`config.mk`:
```
export PLATFORM = sky130hd
export DESIGN_NAME = tcw_ctrl
export DESIGN_NICKNAME = d
export VERILOG_FILES = /design/src/sv/tcw_pkg.sv /design/src/sv/tcw_ctrl.sv
export SDC_FILE = /design/constraint.sdc
export NUM_CORES = 1
export LEC_CHECK = 0
export BUFFER_PORTS_ARGS = -buffer_cell sky130_fd_sc_hd__buf_4
export CAP_MARGIN = 20
export CELL_PAD_IN_SITES_DETAIL_PLACEMENT = 0
export CELL_PAD_IN_SITES_GLOBAL_PLACEMENT = 1
export CORE_MARGIN = 2
export CORE_UTILIZATION = 31
export DETAILED_ROUTE_END_ITERATION = 8
export GPL_TIMING_DRIVEN = 0
export HOLD_SLACK_MARGIN = 0.02
export PLACE_DENSITY = 0.74
export SYNTH_ARGS = -nofsm -noshare
export SYNTH_HDL_FRONTEND = slang
export SYNTH_SLANG_ARGS = --single-unit
export TNS_END_PERCENT = 20
```
`constraint.sdc`:
```
create_clock -name clk -period 1.7 [get_ports clk]
set_input_delay 0 -clock clk [delete_from_list [all_inputs] [get_ports clk]]
set_output_delay 0 -clock clk [all_outputs]
set_load 0.02 [all_outputs]
```
`src/sv/tcw_pkg.sv`:
```
// ----------------------------------------------------------------------------
// tcw_pkg
// Shared types, codes and defaults for the text console writer: transaction
// payloads, operation codes, character codes and controller/datapath links.
// ----------------------------------------------------------------------------
package tcw_pkg;

	// Default geometry
	localparam int COLUMNS_DEF   = 80;
	localparam int ROWS_DEF      = 25;
	localparam int TAB_WIDTH_DEF = 8;

	// Fixed payload widths
	localparam int OP_W    = 2;
	localparam int CHAR_W  = 8;
	localparam int ATTR_W  = 8;
	localparam int INDEX_W = 11;
	localparam int LOC_W   = 12;
	localparam int CELL_W  = CHAR_W + ATTR_W;

	// Blank attribute after reset
	localparam logic [ATTR_W-1:0] BLANK_RESET = 8'd240;

	// Character codes with special meaning
	localparam logic [CHAR_W-1:0] CH_NUL   = 8'h00;
	localparam logic [CHAR_W-1:0] CH_SPACE = 8'h20;
	localparam logic [CHAR_W-1:0] CH_NL    = 8'h0A;
	localparam logic [CHAR_W-1:0] CH_BS    = 8'h08;
	localparam logic [CHAR_W-1:0] CH_TAB   = 8'h09;
	localparam logic [CHAR_W-1:0] CH_CR    = 8'h0D;

	typedef enum logic [OP_W-1:0] {
		OP_PUT    = 2'd0,
		OP_SCROLL = 2'd1,
		OP_CLEAR  = 2'd2,
		OP_READ   = 2'd3
	} op_t;

	typedef struct packed {
		op_t                op;
		logic [CHAR_W-1:0]  char_code;
		logic [ATTR_W-1:0]  color;
		logic [INDEX_W-1:0] cell_index;
	} req_t;

	typedef struct packed {
		logic [LOC_W-1:0]  cursor_location;
		logic [CELL_W-1:0] cell_data;
	} rsp_t;

	// Controller to datapath
	typedef struct packed {
		logic accept;     // latch the input transaction
		logic exec;       // evaluate the latched operation
		logic read_issue; // read the addressed cell
		logic cur_move;   // apply a cursor-only control character
		logic cur_print;  // write the character and advance the cursor
		logic pre_scroll; // wrap column and park the row on the last line
		logic sweep_clr;  // restart the cell sweep counter
		logic copy_rd;    // scroll: read the cell one row below
		logic copy_wr;    // scroll: write it one row up
		logic fill_wr;    // scroll: blank the bottom row
		logic clear_wr;   // clear: blank a cell
		logic home;       // cursor to row 0, column 0
	} cmd_t;

	// Datapath to controller
	typedef struct packed {
		op_t  op;
		logic put_move;
		logic put_scroll;
		logic last_copy;
		logic last_cell;
	} stat_t;

endpackage

```
`src/sv/tcw_ctrl.sv`:
```
// ----------------------------------------------------------------------------
// tcw_ctrl
// Controller for the text console writer: sequences operation execution,
// the scroll copy/fill sweep and the clear sweep, and strobes completion.
// ----------------------------------------------------------------------------
module tcw_ctrl (
	input  logic           clk,
	input  logic           arst_n,
	input  logic           start,
	input  tcw_pkg::stat_t stat,
	output tcw_pkg::cmd_t  cmd,
	output logic           busy,
	output logic           done
);

	typedef enum logic [6:0] {
		S_IDLE    = 7'b0000001,
		S_EXEC    = 7'b0000010,
		S_COPY_RD = 7'b0000100,
		S_COPY_WR = 7'b0001000,
		S_FILL    = 7'b0010000,
		S_CLEAR   = 7'b0100000,
		S_DONE    = 7'b1000000
	} state_t;

	state_t state_q;
	state_t state_d;

	// Next state and commands
	always_comb begin
		state_d = state_q;
		cmd     = '0;
		case (state_q)
			S_IDLE, S_DONE: begin
				if (start) begin
					cmd.accept = 1'b1;
					state_d    = S_EXEC;
				end else begin
					state_d = S_IDLE;
				end
			end
			S_EXEC: begin
				cmd.exec = 1'b1;
				case (stat.op)
					tcw_pkg::OP_PUT: begin
						if (stat.put_scroll) begin
							cmd.pre_scroll = 1'b1;
							cmd.sweep_clr  = 1'b1;
							state_d        = S_COPY_RD;
						end else if (stat.put_move) begin
							cmd.cur_move = 1'b1;
							state_d      = S_DONE;
						end else begin
							cmd.cur_print = 1'b1;
							state_d       = S_DONE;
						end
					end
					tcw_pkg::OP_SCROLL: begin
						cmd.sweep_clr = 1'b1;
						state_d       = S_COPY_RD;
					end
					tcw_pkg::OP_CLEAR: begin
						cmd.sweep_clr = 1'b1;
						state_d       = S_CLEAR;
					end
					tcw_pkg::OP_READ: begin
						cmd.read_issue = 1'b1;
						state_d        = S_DONE;
					end
					default: begin
						state_d = S_DONE;
					end
				endcase
			end
			S_COPY_RD: begin
				cmd.copy_rd = 1'b1;
				state_d     = S_COPY_WR;
			end
			S_COPY_WR: begin
				cmd.copy_wr = 1'b1;
				state_d     = stat.last_copy ? S_FILL : S_COPY_RD;
			end
			S_FILL: begin
				cmd.fill_wr = 1'b1;
				if (stat.last_cell) begin
					// a put that forced the scroll still has its character to write
					state_d = (stat.op == tcw_pkg::OP_PUT) ? S_EXEC : S_DONE;
				end
			end
			S_CLEAR: begin
				cmd.clear_wr = 1'b1;
				if (stat.last_cell) begin
					cmd.home = 1'b1;
					state_d  = S_DONE;
				end
			end
			default: begin
				state_d = S_IDLE;
			end
		endcase
	end

	// State register
	always_ff @(posedge clk or negedge arst_n) begin
		if (!arst_n) begin
			state_q <= S_IDLE;
		end else begin
			state_q <= state_d;
		end
	end

	assign busy = !(state_q == S_IDLE || state_q == S_DONE);
	assign done = (state_q == S_DONE);

endmodule

```
==> results of run 1 <==
cells in the mapped netlist, drive strengths merged:
cell    n  area share [%]
xor2    1             1.5
and4b   1             1.7
a32o    1             1.7
a22o    1             1.5
nand3   2             3.9
o21ai   1            0.86
ha      5              11
nor2    8             5.2
a31o    1             1.5
dfstp   1             4.5
nor3    5             4.3
nor4    1             3.7
and3    5             6.5
nor3b   1             2.2
dfrtp   6              26
inv     7             5.0
nand2   4             3.0
mux2i   2             3.5
a21oi   1            0.86
and2b   1             1.3
o22ai   2             3.2
o311ai  1             1.5
nand3b  1             1.3
a21boi  1             1.3
nor2b   1             1.1
and2    1             1.1
or3     1             1.1
how the worst min path moves through the flow:
| stage | depth (start not counted) | start | slack [ps] | endpoint |
|---|---|---|---|---|
| global route | 2 | arst_n | 120 | state_q[3]$_DFFE_PN0P_ |
| finish | 2 | arst_n | 100 | state_q[3]$_DFFE_PN0P_ |
| floorplan | 0 | arst_n | -300 | state_q[1]$_DFFE_PN0P_ |
| CTS | 2 | arst_n | 100 | state_q[3]$_DFFE_PN0P_ |
| global placement | 1 | arst_n | -180 | state_q[3]$_DFFE_PN0P_ |
| detailed placement | 1 | arst_n | -180 | state_q[3]$_DFFE_PN0P_ |
timing repair:
action / in CTS / in global routing
hold endpoints to repair: 11 / 0
resized for setup: 2 / 2
hold buffers: 4 / 0
gates cloned: 0 / 0
pin swaps: 2 / 3
setup endpoints to repair: 3 / 4
setup buffers: 3 / 1
cell type report:
class                      instances  share of cell area [%]
tap                               25                    3.53
multi-input combinational         49                    43.3
timing repair buffer              30                    26.9
clock buffer                       4                    2.96
sequential                         7                    20.0
inverter                           7                    3.24
worst reg2reg max path, cell delays in order (launching register included):
cell and delay (ps):
dfstp_2 570, nor4_4 80, nand3_4 120, inv_4 40, buf_4 120, buf_4 140, or3_1 380, o22ai_2 100
metal layers:
layer,vias to the layer above,wire length [µm]
met3,2,61
met1,257,573
met5,-,0
li1,296,-
met4,0,19
met2,20,633
power by group:
part	leakage (µW)	internal [µW]	switching, µW
combinational	0.000350	226	251
clock	0.0000150	89.3	56.8
sequential	0.0000915	207	47.2
stage by stage:
step | cells | setup WS (ps) | utilization [%]
floorplan | 63 | 76.1 | -
global placement | 110 | 145 | 44.4
detailed placement | 110 | 137 | 44.4
CTS | 121 | 6.06 | 49.9
global route | 122 | -40.2 | 50.8
finish | 122 | 45.5 | 50.8
kinds of logic after synthesis:
| group | share of synthesized area [%] |
|---|---|
| adder cells (fa/ha/maj) | 10.8 |
| flip-flops | 30.5 |
| AO/OA/AOI/OAI | 12.5 |
| AND/OR/NAND/NOR | 36.3 |
| multiplexers | 3.46 |
| XOR/XNOR | 1.51 |
| buffers and inverters | 4.97 |
==> results.md, run 1 <==
* Area of placed instances at between 700 and 800 µm²
* Core area at 0.00175 mm²
* CP max stage delay at 410 ps
* LEAKAGE at approximately 0.00046 µW
* Rel. slew slack at between 70% and 80%
* Top library cells by usage in the layout, fill and taps aside: buf_4 (25), nor2_1 (8), inv_1 (6), ha_1 (5), dfrtp_1 (5)
* Number of different library cells in the post-synthesis netlist at 33
* Worst EP arrival at 1650 ps
* Proportion of synthesized chip area in sequential cells at 30.5%
* Global-route usage over all layers at 13.6%
* CP Cell Sequence: nor4_4, nand3_4, buf_4, nor3_2, buf_4
* Crit path capture type: output port
* Capture point of the worst reg-to-reg path: state_q[0]$_DFFE_PN1P_
* Die H at 47.2 µm
* DIE AREA at ~0.0022 mm²
* Met1 routing resource usage after global routing at ~16%
* Max cap viols at 0
* Area added between synthesis and finish at 53.1%
* Gate family responsible for the most delay along the worst path: simple AND/OR/NAND/NOR gates
* Required time worst endpoint at 1700 ps
* Insertion delay to the later sink of the worst-skew pair at 240 ps
* Setup-violating endpoint count in the final report at 0
* Multi-input logic area at approximately 380 µm²
* Maximum number of pins on one net before global-route repair at 9
* Initial antenna violation count at 0
* Pwr Total at 878 µW
* Most common cell after layout, fill and taps aside: buf_4
* DR vias/cell at approximately 4.7
* Clk sink count at 7
* Flop2flop setup slack at 90 ps
* Syn Inst Count at 63
* GRT met3 Usage at 0%
* Buf/Inv on CP at 2
* Per-instance average area after synthesis at 9.20 µm²
* Highest clock rate at 0.604 GHz
* Number of global-route vias before repair at 520
* Flip-flop count of the largest register, all copies and words added at 7
* DR iter-0 viols at 3
* Sum of overflow across all layers after global routing at 0
* Overall die width at 47.2 µm
* Fillers at 182
* Number of pins with negative max-slew slack in the final report at 0
* Unrepaired setup endpoints after global routing: true
* CP startpoint: state_q[5]$_DFFE_PN0P_
* Met2 track demand over resource at 24.1%
* Top Registers: state_q: 7 flops
* Post-route cell area at 887 µm²
* Status: finished clean
* Period minus WS final at between 1500 and 2000 ps
* CTS tree: done
* Total power divided by cell area at 990 mW/mm²
* Beginning of the worst register-to-register path: state_q[0]$_DFFE_PN1P_
* CTS root buf: clkbuf_4
* Worst Skew at approximately 4.0 ps
* H-tree lvl count at 1
* Maximum clock path buffer count at 2
* Count of TritonRoute iterations in the first routing pass at 4
* Critical path start-end classification: reg -> out
* Flip-flop and latch count after synthesis at 7
* End point of the critical path: cmd[5]
* Critical path startpoint category: register
* Initial core utilization at 33.2%
* Cell area after technology mapping at around 580 µm²
* Fin. Hold Viols at 0
* Number of cells on the worst reg-to-reg path at 7
* Total nets after synthesis at just under 80
* Post-route fraction of the period consumed by the critical path at a little over nine tenths
* Tightest Hold Check Type: in -> async
* # port buffers at 22
* Crit Path Max Fanout at 4
* Cell row count at 15
* Fraction of layout cells with a size suffix above 1 at 43.3%
* Count of unresolved DRC violations after routing at 0
* Busiest grt layer: met2
* YS warnings at 0
* Critical Path Slowest Stage Cell: dfrtp_2
* Vias at 575
* Crit-path most repeated cell: buf_4
* Half-perimeter wire length of the detailed placement result at 1050 µm
* Clock slew at reported path FFs at about 50 ps
* Sum of negative setup slack at 0 ps
* Logic depth of the worst path, buffers included at 5
* Post-route antenna net violation count at 0
* Global-route wire length before repair at 2130 µm
* Number of buffers inserted during clock tree synthesis at 3
* Final layout net count at 112
* Worst Max-Slew Pin Slew at 361 ps
* Total length of routed wires at 1290 µm
* Routed length per instance at 10.6 µm
* Count of boundary I/O pins at 23
* Max IR drop VDD at about 0.38 mV
* Worst hold margin at 101 ps
* Most flop-heavy register: state_q
* Number of inserted diodes at 0
* FF/Latch Area at roughly 180 µm²
* Final weighted congestion in routability-driven placement at 0.778
(Power assumes the default switching activity.)
==> inputs of run 2 (changes only) <==
--- a/config.mk
+++ b/config.mk
@@ -9,6 +9,7 @@
 export CAP_MARGIN = 20
 export CELL_PAD_IN_SITES_DETAIL_PLACEMENT = 0
 export CELL_PAD_IN_SITES_GLOBAL_PLACEMENT = 1
+export CORE_ASPECT_RATIO = 1.25
 export CORE_MARGIN = 2
 export CORE_UTILIZATION = 31
 export DETAILED_ROUTE_END_ITERATION = 8
==> run 2 against run 1 <==
Compared with the run above:
- clock skew is 1.4 ps lower
- first-iteration DRC count is 67% higher
- design area is 1.3% lower
- sequential share of layout area is 0.26 points higher
- power is 1.5% higher
- routed wire length is 10% higher
- critical endpoint is now cmd[8]
- global-route usage is 1.4 points higher
- maximum frequency is 0.67% higher
- sequential cell count stayed put
- largest power group unchanged
==> results.md, run 2 (synthesis results as in run 1) <==
* Status: finished clean
* Count of TritonRoute iterations in the first routing pass at 4
* Maximum number of pins on one net before global-route repair at 9
* Most common cell after layout, fill and taps aside: buf_4
* Vias at 587
* Area added between synthesis and finish at 51.2%
* Worst hold margin at 104 ps
* Clock slew at reported path FFs at 50 ps
* Worst EP arrival at 1640 ps
* Clk sink count at 7
* Routed length per instance at 12.3 µm
* Global-route wire length before repair at 2520 µm
* DR iter-0 viols at 5
* Rel. slew slack at about 80%
* Post-route fraction of the period consumed by the critical path at 96.7%
* FF/Latch Area at 178 µm²
* Fraction of layout cells with a size suffix above 1 at between 40% and 50%
* Tightest Hold Check Type: in -> async
* Critical path start-end classification: reg -> out
* Fin. Hold Viols at 0
* Core area at roughly 0.0018 mm²
* Critical path startpoint category: register
* Crit path capture type: output port
* Top Registers: state_q: 7 flops
* Layout Cells excl Fill at ~120
* Maximum clock path buffer count at 2
* Number of global-route vias before repair at 626
* Top library cells by usage in the layout, fill and taps aside: buf_4 (25), nor2_1 (8), inv_1 (6), ha_1 (5), dfrtp_1 (5)
* LEAKAGE at 0.000462 µW
* Fillers at 180
* DIE AREA at 0.00223 mm²
* Cell row count at 17
* Global-route usage over all layers at 15.0%
* Required time worst endpoint at about 1700 ps
* Total power divided by cell area at slightly above 1000 mW/mm²
* DP Cell Count at ~100
* Worst Skew at 2.64 ps
* Max cap viols at 0
* Count of boundary I/O pins at 23
* Most flop-heavy register: state_q
* Count of unresolved DRC violations after routing at 0
* H-tree lvl count at 1
* Unrepaired setup endpoints after global routing: true
* Max IR drop VDD at about 0.63 mV
* Period minus WS final at around 1600 ps
* Final layout net count at 111
* CTS tree: done
* Number of buffers inserted during clock tree synthesis at 3
* Final weighted congestion in routability-driven placement at 0.752
* Die H at 52.3 µm
* DR vias/cell at ~5.1
* Post-route antenna net violation count at 0
* Setup-violating endpoint count in the final report at 0
* Crit Path Max Fanout at 6
* # port buffers at 22
* Number of pins with negative max-slew slack in the final report at 0
* Number of inserted diodes at 0
* Initial core utilization at 32.8%
* Total length of routed wires at 1420 µm
* Half-perimeter wire length of the detailed placement result at 1130 µm
* Initial antenna violation count at 0
* CTS root buf: clkbuf_4
* Overall die width at 42.7 µm
* Insertion delay to the later sink of the worst-skew pair at 240 ps
* Flip-flop count of the largest register, all copies and words added at 7
* Sum of overflow across all layers after global routing at 0
* Worst Max-Slew Pin Slew at approximately 330 ps
* Highest clock rate at 0.608 GHz
* Multi-input logic area at 389 µm²
-- run 2: cell count changes in the layout (fill, tap and decap cells not counted) --
cell,before,now
inv_4,1,0
nand2_2,1,0
buf_6,1,0
inv_6,0,1
nand2_4,0,1
-- run 2: repair_timing --
action / in CTS / in global routing
setup endpoints to repair: 3 / 4
hold endpoints to repair: 11 / 0
hold buffers: 4 / 0
pin swaps: 1 / 3
buffers inserted: 2 / 1
resized for setup: 1 / 4
-- run 2: power breakdown --
group | internal (µW) | total [µW] | switching [µW]
Clock | 89.2 | 145 | 56.2
Combinational | 231 | 490 | 259
Sequential | 208 | 256 | 48.3
Total | 528 | 891 | 363
-- run 2: routing by layer --
layer  vias to the layer above  GRT usage, %  part of all wire (%)
met5                         -             0                     0
met4                         0          7.81                   2.6
met3                         4          2.41                   3.2
met2                        16          29.0                    55
met1                       276          15.0                    39
li1                        291             -                     -
-- run 2: cell type report --
type | instances | area share [%]
multi-input cells | 49 | 44.4
repair buffers | 29 | 26.0
flip-flops and latches | 7 | 20.3
inverters | 7 | 3.57
clock buffers | 4 | 3.00
well taps | 19 | 2.71
-- run 2: worst max-delay path, stage by stage, from the launching register on --
cell and delay (ps):
dfrtp_2 420, nor4_4 350, nand3_4 150, inv_6 110, nand2_4 60, nor3b_2 150, buf_4 160
-- run 2: final timing paths --
| kind | start | end | slack (ps) | cells past startpoint |
|---|---|---|---|---|
| setup / recovery | state_q[5]$_DFFE_PN0P_ | cmd[8] | 60 | 6 |
| hold / removal | arst_n | state_q[6]$_DFFE_PN0P_ | 100 | 2 |
| setup reg to reg | state_q[0]$_DFFE_PN1P_ | state_q[0]$_DFFE_PN1P_ | 70 | 6 |
| hold reg to reg | state_q[5]$_DFFE_PN0P_ | state_q[2]$_DFFE_PN0P_ | 640 | 3 |
| max in group asynchronous | arst_n | state_q[0]$_DFFE_PN1P_ | 1390 | 2 |
| min in group clk | stat[2] | state_q[2]$_DFFE_PN0P_ | 120 | 3 |
-- run 2: metrics by stage --
stage	area (µm²)	total power (µW)	util [%]	setup TNS [ps]	setup slack [ps]
after global routing	876	969	49.6	-86.5	-42.8
final	876	891	49.6	0	56.4
after global placement	768	679	43.5	0	140
after CTS	851	874	48.2	0	31.2
after floorplan	579	535	-	0	76.1
after detailed placement	768	683	43.5	0	148
